## config.mk

```make
export PLATFORM = sky130hd
export DESIGN_NAME = vfv_ctrl
export DESIGN_NICKNAME = d
export VERILOG_FILES = /design/src/rtl/vfv_pkg.sv /design/src/rtl/vfv_ctrl.sv
export SDC_FILE = /design/constraint.sdc
export NUM_CORES = 1
export LEC_CHECK = 0
export BUFFER_PORTS_ARGS = -buffer_cell sky130_fd_sc_hd__buf_2
export CELL_PAD_IN_SITES_DETAIL_PLACEMENT = 0
export CELL_PAD_IN_SITES_GLOBAL_PLACEMENT = 1
export CORE_AREA = 2 2 39 41
export CTS_BUF_LIST = sky130_fd_sc_hd__clkbuf_4 sky130_fd_sc_hd__clkbuf_8
export CTS_CLUSTER_DIAMETER = 200
export DETAILED_ROUTE_END_ITERATION = 16
export DIE_AREA = 0 0 41 43
export PLACE_DENSITY_LB_ADDON = 0.1
export SLEW_MARGIN = 20
export SYNTH_ARGS = -nofsm -noshare
export SYNTH_HDL_FRONTEND = slang
export SYNTH_SLANG_ARGS = --single-unit
```

## constraint.sdc

```tcl
create_clock -name clock -period 1.3 [get_ports clock]
set_input_delay 0.13 -clock clock [delete_from_list [all_inputs] [get_ports clock]]
set_output_delay 0.13 -clock clock [all_outputs]
set_load 0.1 [all_outputs]
```

## src/rtl/vfv_pkg.sv

```systemverilog
`timescale 1ns / 1ps
// ----------------------------------------------------------------------------
// vfv_pkg
// Shared types and constants for the voxel face visibility core.
// ----------------------------------------------------------------------------
package vfv_pkg;

   localparam int CoordW = 5;
   localparam int MatW   = 16;
   localparam int MaskW  = 6;
   localparam int StepW  = 3;
   // coordinate compare width, holds GRID_SIZE up to 255
   localparam int CmpW   = 8;

   localparam logic OP_WRITE = 1'b0;
   localparam logic OP_QUERY = 1'b1;

   // read sequence of a query: center first, then the six neighbors
   localparam logic [StepW-1:0] STEP_CENTER = 3'd0;
   localparam logic [StepW-1:0] STEP_POS_Z  = 3'd1;
   localparam logic [StepW-1:0] STEP_NEG_Z  = 3'd2;
   localparam logic [StepW-1:0] STEP_POS_X  = 3'd3;
   localparam logic [StepW-1:0] STEP_NEG_X  = 3'd4;
   localparam logic [StepW-1:0] STEP_POS_Y  = 3'd5;
   localparam logic [StepW-1:0] STEP_NEG_Y  = 3'd6;
   localparam logic [StepW-1:0] STEP_LAST   = STEP_NEG_Y;

   localparam logic [MaskW-1:0] FACE_ALL   = 6'd63;
   localparam logic [MaskW-1:0] FACE_POS_Z = 6'd32;
   localparam logic [MaskW-1:0] FACE_NEG_Z = 6'd16;
   localparam logic [MaskW-1:0] FACE_POS_X = 6'd8;
   localparam logic [MaskW-1:0] FACE_NEG_X = 6'd4;
   localparam logic [MaskW-1:0] FACE_POS_Y = 6'd2;
   localparam logic [MaskW-1:0] FACE_NEG_Y = 6'd1;

   typedef enum logic [1:0] {
      ST_CLEAR,
      ST_IDLE,
      ST_READ,
      ST_DONE
   } ctrl_state_type;

   typedef struct packed {
      logic              ready;
      logic              load_query;
      logic              write_voxel;
      logic              clear_wr;
      logic              rd_en;
      logic [StepW-1:0]  rd_step;
      logic              rsp_load;
   } ctrl_cmd_type;

   typedef struct packed {
      logic clear_last;
      logic rsp_free;
   } ctrl_status_type;

endpackage

```

## src/rtl/vfv_ctrl.sv

```systemverilog
`timescale 1ns / 1ps
// ----------------------------------------------------------------------------
// vfv_ctrl
// Sequencer: store clear after reset, request intake and the seven-read query walk.
// ----------------------------------------------------------------------------
module vfv_ctrl (
   input  logic                       clock,
   input  logic                       reset,
   input  logic                       req_valid,
   input  logic                       req_opcode,
   input  vfv_pkg::ctrl_status_type   status,
   output vfv_pkg::ctrl_cmd_type      cmd
);

   vfv_pkg::ctrl_state_type   state_ff, state_in;
   logic [vfv_pkg::StepW-1:0] step_ff, step_in;
   logic                      ready;
   logic                      take;

   always_comb begin
      case (state_ff)
         vfv_pkg::ST_IDLE: ready = 1'b1;
         vfv_pkg::ST_DONE: ready = status.rsp_free;
         default:          ready = 1'b0;
      endcase
   end

   assign take = req_valid && ready;

   always_comb begin
      state_in = state_ff;
      step_in  = step_ff;
      case (state_ff)
         vfv_pkg::ST_CLEAR: begin
            if (status.clear_last) begin
               state_in = vfv_pkg::ST_IDLE;
            end
         end
         vfv_pkg::ST_IDLE, vfv_pkg::ST_DONE: begin
            if (take && req_opcode == vfv_pkg::OP_QUERY) begin
               state_in = vfv_pkg::ST_READ;
               step_in  = vfv_pkg::STEP_CENTER;
            end else if (state_ff == vfv_pkg::ST_DONE && status.rsp_free) begin
               state_in = vfv_pkg::ST_IDLE;
            end
         end
         vfv_pkg::ST_READ: begin
            step_in = step_ff + 3'd1;
            if (step_ff == vfv_pkg::STEP_LAST) begin
               state_in = vfv_pkg::ST_DONE;
            end
         end
         default: begin
            state_in = vfv_pkg::ST_CLEAR;
         end
      endcase
   end

   always_comb begin
      cmd.ready       = ready;
      cmd.load_query  = take && req_opcode == vfv_pkg::OP_QUERY;
      cmd.write_voxel = take && req_opcode == vfv_pkg::OP_WRITE;
      cmd.clear_wr    = state_ff == vfv_pkg::ST_CLEAR;
      cmd.rd_en       = state_ff == vfv_pkg::ST_READ;
      cmd.rd_step     = step_ff;
      cmd.rsp_load    = state_ff == vfv_pkg::ST_DONE && status.rsp_free;
   end

   always_ff @(posedge clock) begin
      if (reset) begin
         state_ff <= vfv_pkg::ST_CLEAR;
         step_ff  <= vfv_pkg::STEP_CENTER;
      end else begin
         state_ff <= state_in;
         step_ff  <= step_in;
      end
   end

   a_no_intake_in_clear: assert property (@(posedge clock) disable iff (reset)
      state_ff == vfv_pkg::ST_CLEAR |-> !cmd.ready)
      else $error("request taken during store clear");

   a_query_starts_walk: assert property (@(posedge clock) disable iff (reset)
      cmd.load_query |=> state_ff == vfv_pkg::ST_READ && step_ff == vfv_pkg::STEP_CENTER)
      else $error("query did not start at the center read");

   a_walk_ends: assert property (@(posedge clock) disable iff (reset)
      state_ff == vfv_pkg::ST_READ && step_ff == vfv_pkg::STEP_LAST
      |=> state_ff == vfv_pkg::ST_DONE)
      else $error("read walk did not finish after the last neighbor");

   a_port_exclusive: assert property (@(posedge clock) disable iff (reset)
      cmd.rd_en |-> !cmd.write_voxel && !cmd.clear_wr)
      else $error("store read and write in the same cycle");

endmodule

```

Word-level counts from Yosys, hierarchy flattened:

Cells that the tools add are included.

* flip-flop bits (word level): 5
* output and inout bits: 9

* add/sub/neg operators: 1
* equality and inequality tests: 8
* multiplexer cells: 8
* bitwise operators: 1
* reduce and logical (&&, ||, !) cells: 9

Operator list (count)
* $mux 2: 4
* $pmux 2 s3: 1
* $pmux 3 s2: 1
* $eq 2x2->1 const B: 2
* $logic_and 1x1->1: 4
* $ne 2x2->1 const B: 2
* $add 3x1->3 const B: 1
* $eq 3x3->1 const B: 1
* $mux 3: 1
* $ne 3x3->1 const B: 1
* $reduce_and 3->1: 1
* $eq 2x1->1 const B: 1
* $logic_not 2->1: 1
* $ne 2x1->1 const B: 1
* $pmux 1 s2: 1
* $reduce_and 2->1: 1
* $reduce_bool 2->1: 1
* $reduce_or 2->1: 1
* $not 1->1: 1

Depth between registers and ports, before layout:

Gate-level depths: netlist of run 1.

* depth after elaboration: 6
* mapped depth: 5
* mapped depth without buffers: 5

Worst setup path before layout of run 1:

OpenSTA, ideal clock, no wires.

* path type: register to register
* from: register state_ff[0]
* to: register step_ff[2] in the netlist's numbering
* library setup time: 0.196 ns
* data arrival time: 1.995 ns
* data required time: 1.104 ns
* slack: -0.891 ns
* stages on the path, launching flop included: 5
* buffers on the path: 1
* period minus slack after synthesis: 2.191 ns
* cells stage by stage: dfxtp_1 buf_2 nand3_1 nor2b_1 nor3_1

RTL lines
* start: declaration: RTL line vfv_ctrl.sv:15 `vfv_pkg::ctrl_state_type state_ff, state_in;`
* start signal: assignment: RTL line vfv_ctrl.sv:71 `state_ff <= vfv_pkg::ST_CLEAR;`
* start signal: assignment: RTL line vfv_ctrl.sv:74 `state_ff <= state_in;`
* end signal: assignment: RTL line vfv_ctrl.sv:72 `step_ff <= vfv_pkg::STEP_CENTER;`
* end signal: assignment: RTL line vfv_ctrl.sv:75 `step_ff <= step_in;`
* end: declaration: RTL line vfv_ctrl.sv:16 `logic [vfv_pkg::StepW-1:0] step_ff, step_in;`

==> parameters.txt, run 1 <==
Parameter                              Value

CTS
  CTS tree    built
  Clock-pin transition on the worst setup and hold timing paths    about 0.050 ns
  Max clock buf depth    2
  Post-CTS setup buffer count    0
  Clock buffers created by TritonCTS    3
  Clock sink count    5
  Total number of H-tree levels    1
  Worst-skew pair later-pin latency    ~0.24 ns
  Root buffer cell    clkbuf_4

Yosys
  Portion of netlist area occupied by mux cells    0%
  Post-Synthesis Cell Area    294 µm²
  Dominant combinational cell family by area after synthesis    simple AND/OR/NAND/NOR gates
  Async set-reset flop share out of synthesis    0%
  Post-Synth XOR/XNOR Area    2.98%
  Most frequent cells after synthesis    dfxtp_1, nand2_1, nor2_1, nor3_1
  Syn nets    43
  Most used flip-flop cell after synthesis    dfxtp_1
  Number of enable flip-flop cells after synthesis    0
  Adder-Cell Fraction of Synth Area    8.51%
  Synth area leader    dfxtp_1
  Most used standard cell by instance count after synthesis    dfxtp_1
  Area share of the largest cell type after synthesis    34.0%
  Synthesized area per cell    8.40 µm²
  Number of cells produced by synthesis    35
  Dominant cells by area after synthesis    dfxtp_1, ha_1, a31o_1
  Share of synthesized cell area in and, or, nand and nor gates    between 30% and 40%
  Number of distinct library cells after synthesis    20
  Total of warnings raised by yosys    0
  Sequential cell area fraction in the yosys report    34.0%
  Number of flip-flops and latches in the synthesized netlist    5
  Compound-cell area share of the yosys netlist    17.4%

Setup path
  Kind of cell adding the most delay to the critical path    flip-flops
  Cell-by-cell trace of the critical path    nand2b_2 > clkinvlp_4 > buf_12
  Startpoint kind of the worst setup timing path    register
  Critical Path Sink Type    output pin
  Critical path data arrival time    1.12 ns
  Worst Path Buf+Inv    2
  Worst-path fanout max    10
  Peak per-stage delay on the critical path    ~0.4 ns
  WP data required    1.17 ns
  Start-to-end type of the worst setup path    register to output pin
  Master of the slowest instance on the critical path    dfxtp_4

Outcome
  Result of the run    complete, no violations

Timing
  Post-layout minimum cycle time    around 1.3 ns
  Worst hold slack across all endpoints    ~0.11 ns
  Remaining max-slew budget at the tightest pin    between 60% and 70%
  Slew @ Worst Pin    just under 0.5 ns
  Total negative slack    0 ns
  Total setup violations reported at the end of the flow    0
  Count of final max-slew check failures    0
  Maximum clock frequency    799 MHz
  Hold violation count in the final report    0
  Setup repair after global routing missed its margin    yes
  Clock Skew    0.00391 ns
  Tcrit/Tclk final    a little under 100%

Worst hold path
  Path category of the worst min-delay check    input pin to register

Floorplan
  Width of the die    41 µm
  Initial cell density of the core    21.2%
  Count of pins on the block boundary    15
  Die Span Y    43 µm
  Die area    ~1800 µm²
  Core footprint    1380 µm²
  Site row count    14

Run
  Maximum Capacitance Violations    0

Global routing
  Global-route wire length before repair    roughly 1.1 mm
  Total routing resource utilization after global routing    10.1%
  Number of antenna violations at the first check in global routing    0
  Via count of the first global-routing pass    ~280
  Largest net degree at the start of global routing    11
  Leftover overflow at the end of global routing    0

Drt
  Via count    approximately 300
  Detail Route Antenna Nets    0
  Detail-routed net length per standard cell    10.3 µm
  Met3 wire length    48 µm
  Uppermost metal layer occupied by signal nets    met4
  Via density    roughly 4.4
  First-pass iteration count of the detailed router    2
  Total Routed Length    693 µm
  Number of violations reported at the end of detailed-routing iteration 0    2
  Length of routed wiring on met1    276 µm
  Detailed route wirelength on metal2    approximately 360 µm
  DR DRC count    0

Placement
  Gpl congestion    0.679
  HPWL after detailed placement    584 µm
  Number of input and output port buffers inserted    14

Finish
  Share of cells above drive strength 1    64.7%
  Area growth syn-to-layout    86.4%
  Antenna Diode Count    0
  Fill cells    146
  Number of nets in the layout    60

Power
  Worst vdd ir    442 µV
  Leakage power summed over all cells    between 0.2 and 0.25 nW
  PnR Total Power    roughly 0.56 mW
  Cell area power density    1020 nW/µm²
## area by class of cell
cell class              instances  area (µm²)  share of cell area, %
clock buffers                   4        30.0                   5.48
inverters                       2        11.3                   2.05
flip-flops and latches          5         116                   21.2
multi-input cells              26         210                   38.4
repair buffers                 14         160                   29.2
well taps                      16        20.0                   3.65
## report_power, final
part	switching [mW]	internal (mW)
clock network	0.0652	0.137
registers	0.0140	0.156
logic	0.122	0.0657
## per-layer routing
layer | GRT usage, % | vias to the layer above
li1 | - | 152
met1 | 12.3 | 133
met2 | 13.8 | 9
met3 | 4.71 | 2
met4 | 6.00 | 0
met5 | 0 | -
## cell families (layout without fill, tap and decap cells)
logic type / Yosys count / after routing
compound gates: 6 / 6
xor+xnor: 1 / 1
buf+inv: 4 / 20
flops: 5 / 5
simple gates: 17 / 17
fa+ha+maj: 2 / 2
## timing repair
action | CTS | global route
hold buffers | 0 | 0
pin swaps | 0 | 1
endpoints found under the hold margin | 0 | 0
resized for setup | 5 | 3
endpoints found under the setup margin | 5 | 3
## state kept, by name, summed over array words and instances (netlist names)
name / count
state_ff: 2
step_ff: 3
## through the flow
stage / utilization [%] / worst slack [ns] / cell area [µm²] / cells
after global placement: 35.6 / 0.109 / 493 / 63
after global routing: 39.6 / -0.0135 / 548 / 67
final: 39.6 / 0.0489 / 548 / 67
after CTS: 38.7 / 0.0135 / 536 / 67
after floorplan: - / -0.0578 / 325 / 35
after detailed placement: 35.6 / 0.0746 / 493 / 63
## final timing paths
check,from,slack (ns),endpoint,depth (start not counted)
worst min-delay path,reset,0.11,state_ff[1]$_SDFFE_PP0P_,2
worst max-delay path,state_ff[0]$_SDFFE_PP0P_,0.05,cmd[4],3
worst min register to register,step_ff[1]$_SDFFE_PP0P_,0.50,step_ff[1]$_SDFFE_PP0P_,1
worst max register to register,step_ff[0]$_SDFFE_PP0P_,0.27,step_ff[1]$_SDFFE_PP0P_,4
## cells in the final DEF, fill, tap and decap left out, drive strengths merged
cell / synthesis / final
and2: 1 / 1
nor2: 3 / 3
xor2: 1 / 1
nand2: 3 / 3
clkinvlp: 0 / 1
nand3b: 1 / 1
ha: 2 / 2
a41oi: 1 / 1
nand2b: 2 / 2
dfxtp: 5 / 5
nor2b: 1 / 1
inv: 2 / 1
a21oi: 2 / 2
and3: 1 / 1
clkbuf: 0 / 4
a31o: 2 / 2
buf: 2 / 14
o21a: 1 / 1
nor3: 3 / 3
nand3: 2 / 2
Note: power is estimated with default switching activity, not from simulation.
==> run 2: changes to the inputs <==
- PLACE_DENSITY: unset -> 0.67
- PLACE_DENSITY_LB_ADDON: 0.1 -> unset
==> parameters.txt, run 2 (synthesis gave the netlist of run 1 again) <==
Parameter                              Value

CTS
  CTS tree    built
  Clock sink count    5 (unchanged)
  Post-cts hold buffer count    0 (unchanged)
  Clock buffers created by TritonCTS    3 (unchanged)
  Worst-skew pair later-pin latency    0.24 ns (about the same)
  Max clock buf depth    2 (unchanged)
  Clock-pin transition on the worst setup and hold timing paths    0.04 ns (about the same)
  Total number of H-tree levels    1 (unchanged)
  Post-CTS setup buffer count    0 (unchanged)
  Root buffer cell    clkbuf_4

Drt
  Via count    307 (+3.7%)
  First-pass iteration count of the detailed router    2 (unchanged)
  Via density    4.51 (+2.2%)
  Total Routed Length    663 µm (-4.3%)
  Number of violations reported at the end of detailed-routing iteration 0    1 (-1)
  Detail Route Antenna Nets    0 (unchanged)
  Detail-routed net length per standard cell    9.75 µm (-5.7%)
  DR DRC count    0 (unchanged)

Power
  Internal    0.362 mW (+0.88%)
  Clk network pwr share    36.3% (+0.2 points)
  Switching share of power    35.7% (-0.20 points)
  Logic gate share of total power    34.3% (+0.8 points)
  Cell area power density    1040 nW/µm² (+1.5%)
  Worst vdd ir    414 µV (-6.4%)
  Leakage power summed over all cells    0.232 nW (+1.5%)
  Proportion of power drawn by flip-flops and latches    29.4% (-0.9 points)
  NetSw    0.201 mW (about the same)

Finish
  Flip-flop count of the largest register after layout    3 (unchanged)
  Most used cells in the layout excluding fill and tap cells    buf_2, buf_12, clkbuf_4
  Largest Register    step_ff
  Share of cells above drive strength 1    61.5% (-3.2 points)
  Commonest non-fill, non-tap cell in the layout    buf_2
  Area growth syn-to-layout    84.7%
  Antenna Diode Count    0 (unchanged)
  Number of nets in the layout    61 (+1.7%)
  Final core utilization    39.2% (-0.36 points)
  Registers with the highest flip-flop counts    step_ff x3, state_ff x2
  Fill cells    149 (+2.1%)

Timing
  Slew @ Worst Pin    0.483 ns (-0.00309 ns)
  Clock Skew    0.00190 ns (-0.00201 ns)
  Post-layout minimum cycle time    1.24 ns (-0.00625 ns)
  Total setup violations reported at the end of the flow    0 (unchanged)
  Hold violation count in the final report    0 (unchanged)
  Worst hold slack across all endpoints    0.119 ns (+0.00687 ns)
  Count of final max-slew check failures    0 (unchanged)
  Total negative slack    0 ns (unchanged)
  Maximum clock frequency    803 MHz (+0.50%)
  Remaining max-slew budget at the tightest pin    68.0% (+0.20 points)
  Tcrit/Tclk final    95.8% (-0.48 points)

Global routing
  Total routing resource utilization after global routing    8.86% (-1.2 points)
  Global-route wire length before repair    1.01 mm (-10%)
  Via count of the first global-routing pass    258 (-6.2%)
  Leftover overflow at the end of global routing    0 (unchanged)
  Largest net degree at the start of global routing    9 (-2)
  Number of antenna violations at the first check in global routing    0 (unchanged)

Setup path
  Startpoint kind of the worst setup timing path    register
  Worst-path fanout max    8 (-2)
  Start-to-end type of the worst setup path    register to output pin
  Critical path data arrival time    1.11 ns (about the same)
  Critical Path Sink Type    output pin
  WP data required    1.17 ns (about the same)
  Slack of the worst reg-to-reg path    0.24 ns (-0.03 ns)

Floorplan
  Die area    1760 µm² (unchanged)
  Initial cell density of the core    21.2% (unchanged)
  Site row count    14 (unchanged)
  Width of the die    41 µm (unchanged)
  Die Span Y    43 µm (unchanged)
  Core footprint    1380 µm² (unchanged)
  Count of pins on the block boundary    15 (unchanged)

Placement
  HPWL after detailed placement    505 µm (-13%)
  Number of input and output port buffers inserted    14 (unchanged)
  Gpl congestion    0.733 (+7.9%)

Outcome
  Result of the run    complete, no violations

Run
  Maximum Capacitance Violations    0 (unchanged)

Worst hold path
  Path category of the worst min-delay check    input pin to register
-- run 2: cell count changes in the layout (fill, tap and decap cells not counted) --
cell and change:
nand3_2 -2, buf_4 +1, dfxtp_2 +1, dfxtp_4 -1
nand3_1 +2
-- run 2: worst max-delay path: stages (launching register included) --
cell,delay [ns]
dfxtp_4,0.37
nand2b_4,0.09
nand3_1,0.12
nor2_4,0.12
buf_12,0.18
-- run 2: timing repair --
action / 4_1_cts / 5_1_grt
setup endpoints to repair: 5 / 2
gates resized for setup: 3 / 2
pin swaps: 0 / 0
-- run 2: path summary, 6_finish.rpt --
kind / from / end / cells after the start
min: reset / state_ff[1]$_SDFFE_PP0P_ / 2
max: state_ff[1]$_SDFFE_PP0P_ / cmd[6] / 4
min reg2reg: step_ff[1]$_SDFFE_PP0P_ / step_ff[1]$_SDFFE_PP0P_ / 1
max reg2reg: step_ff[0]$_SDFFE_PP0P_ / step_ff[1]$_SDFFE_PP0P_ / 4
-- run 2: cell type report --
class	count	area [µm²]	share of cell area, %
multi-input combinational	26	200	36.9
timing repair buffer	15	168	30.9
clock buffer	4	30.0	5.53
sequential	5	114	21.0
inverter	2	11.3	2.07
tap	16	20.0	3.69
-- run 2: per-layer routing --
metal  wire (µm)  up-vias  track usage (%)
met5           0        -                0
met4           6        0             8.00
met3          58        2             3.14
met2         304       12             11.3
met1         294      138             11.0
li1            -      155                -
-- run 2: power by group through the flow --
stage / Sequential, mW / Combinational, mW / Clock [mW]
after floorplan: 0.174 / 0.120 / 0
after global placement: 0.167 / 0.191 / 0
after detailed placement: 0.168 / 0.191 / 0
after CTS: 0.166 / 0.193 / 0.215
after global routing: 0.166 / 0.201 / 0.225
final: 0.166 / 0.193 / 0.204
-- run 2: stage by stage --
stage               cell area, µm²  cells  total power [mW]  setup slack (ns)
floorplan                      325     35             0.293           -0.0578
global placement               500     64             0.359             0.221
detailed placement             500     64             0.360             0.198
CTS                            536     68             0.574            0.0254
global route                   543     68             0.592          -0.00222
finish                         543     68             0.563            0.0552
==> run 3: changes to the inputs <==
- PLACE_DENSITY: 0.67 -> 0.63
==> parameters.txt, run 3 (synthesis gave the netlist of run 1 again) <==
Parameter                              Value

Outcome
  Result of the run    complete, no violations

Global routing
  Total routing resource utilization after global routing    9.55% (+0.69 points)
  Number of antenna violations at the first check in global routing    0 (unchanged)
  Via count of the first global-routing pass    280 (+8.5%)
  Largest net degree at the start of global routing    9 (unchanged)
  Global-route wire length before repair    1.12 mm (+10%)
  Leftover overflow at the end of global routing    0 (unchanged)

Timing
  Clock Skew    0.000626 ns (-0.00128 ns)
  Remaining max-slew budget at the tightest pin    67.9% (-0.10 points)
  Hold violation count in the final report    0 (unchanged)
  Count of final max-slew check failures    0 (unchanged)
  Total negative slack    0 ns (unchanged)
  Total setup violations reported at the end of the flow    0 (unchanged)
  Slew @ Worst Pin    0.484 ns (+0.00151 ns)
  Post-layout minimum cycle time    1.25 ns (+0.00486 ns)
  Tcrit/Tclk final    96.1% (+0.37 points)
  Worst hold slack across all endpoints    0.136 ns (+0.0172 ns)
  Maximum clock frequency    800 MHz (-0.39%)

Setup path
  Worst Path Buf+Inv    2 (+1)
  Critical path data arrival time    1.12 ns (about the same)
  Startpoint kind of the worst setup timing path    register
  Kind of cell adding the most delay to the critical path    flip-flops
  Start-to-end type of the worst setup path    register to output pin
  Critical Path Sink Type    output pin
  WP data required    1.17 ns (about the same)
  Peak per-stage delay on the critical path    0.36 ns (about the same)
  Worst-path fanout max    7 (-1)
  Master of the slowest instance on the critical path    dfxtp_4
  Cell-by-cell trace of the critical path    buf_4 > and3_2 > buf_12

Power
  Proportion of power drawn by flip-flops and latches    30.1% (+0.7 points)
  Clk network pwr share    34.8% (-1.5 points)
  Switching share of power    34.9% (-0.79 points)
  Cell area power density    1010 nW/µm² (-2.7%)
  Worst vdd ir    376 µV (-9.2%)
  Logic gate share of total power    35.1% (+0.8 points)
  Internal    0.361 mW (-0.18%)
  NetSw    0.194 mW (-3.6%)
  Leakage power summed over all cells    0.234 nW (+0.67%)
  PnR Total Power    0.555 mW (-1.4%)

Floorplan
  Die Span Y    43 µm (unchanged)
  Initial cell density of the core    21.2% (unchanged)
  Core footprint    1380 µm² (unchanged)
  Die area    1760 µm² (unchanged)
  Site row count    14 (unchanged)
  Count of pins on the block boundary    15 (unchanged)
  Width of the die    41 µm (unchanged)

Drt
  Via density    4.37 (-3.3%)
  First-pass iteration count of the detailed router    2 (unchanged)
  Number of violations reported at the end of detailed-routing iteration 0    4 (+3)
  Detail-routed net length per standard cell    10.3 µm (+6.0%)
  Total Routed Length    703 µm (+6.0%)
  DR DRC count    0 (unchanged)
  Detail Route Antenna Nets    0 (unchanged)
  Via count    297 (-3.3%)

CTS
  Clock sink count    5 (unchanged)
  Root buffer cell    clkbuf_4
  Post-cts hold buffer count    0 (unchanged)
  Clock-pin transition on the worst setup and hold timing paths    0.04 ns (about the same)
  CTS tree    built
  Total number of H-tree levels    1 (unchanged)
  Number of resized instances in the post-cts repair step    3 (unchanged)
  Post-CTS setup buffer count    0 (unchanged)
  Worst-skew pair later-pin latency    0.23 ns (about the same)
  Clock buffers created by TritonCTS    3 (unchanged)
  Max clock buf depth    2 (unchanged)

Run
  Maximum Capacitance Violations    0 (unchanged)

Finish
  Number of nets in the layout    61 (unchanged)
  Non-filler instance count after layout    68 (unchanged)
  Largest Register    step_ff
  Share of cells above drive strength 1    63.5% (+1.9 points)
  Flip-flop count of the largest register after layout    3 (unchanged)
  Area growth syn-to-layout    87.2%
  Registers with the highest flip-flop counts    step_ff x3, state_ff x2
  Antenna Diode Count    0 (unchanged)
  Fill cells    133 (-11%)
  Commonest non-fill, non-tap cell in the layout    buf_2
  Design area    551 µm² (+1.4%)
  Most used cells in the layout excluding fill and tap cells    buf_2, buf_12, clkbuf_4, dfxtp_4

Placement
  Gpl congestion    0.681 (-7.0%)
  HPWL after detailed placement    580 µm (+15%)
  Number of input and output port buffers inserted    14 (unchanged)
  Placement-stage cell area    500 µm² (unchanged)
  Cell total after placement    64 (unchanged)

Worst hold path
  Path category of the worst min-delay check    input pin to register
-- run 3: cell counts in the layout (fill, tap and decap cells not counted) --
Identical to the previous run, type by type.
-- run 3: cell type report --
type,instances,area (µm²),area share (%)
clock buffers,4,30.0,5.45
inverters,2,11.3,2.05
multi-input cells,26,205,37.3
repair buffers,15,168,30.5
well taps,16,20.0,3.64
flip-flops and latches,5,116,21.1
-- run 3: power groups by stage --
stage	Combinational [mW]	Sequential [mW]	Clock [mW]
finish	0.195	0.167	0.193
global route	0.203	0.168	0.222
CTS	0.194	0.167	0.203
detailed placement	0.193	0.169	0
global placement	0.191	0.168	0
floorplan	0.120	0.174	0
-- run 3: layer usage --
layer | track usage, % | wire, µm | part of all wire (%)
met5 | 0 | 0 | 0
met4 | 6.00 | 0 | 0
met3 | 3.66 | 55 | 7.8
met2 | 14.4 | 323 | 46
met1 | 10.6 | 325 | 46
-- run 3: metrics by stage --
stage                     setup WS [ns]  util (%)
after floorplan                 -0.0578         -
after global placement            0.203      36.2
after CTS                        0.0228      38.7
after detailed placement          0.154      36.2
after global routing          -0.000813      39.8
final                            0.0503      39.8
-- run 3: final timing paths --
kind | end | slack [ns] | depth (start not counted) | startpoint
worst max-delay path | cmd[0] | 0.05 | 3 | state_ff[0]$_SDFFE_PP0P_
worst min register to register | step_ff[1]$_SDFFE_PP0P_ | 0.50 | 1 | step_ff[1]$_SDFFE_PP0P_
worst min-delay path | state_ff[1]$_SDFFE_PP0P_ | 0.14 | 2 | reset
worst max register to register | step_ff[1]$_SDFFE_PP0P_ | 0.27 | 4 | step_ff[0]$_SDFFE_PP0P_
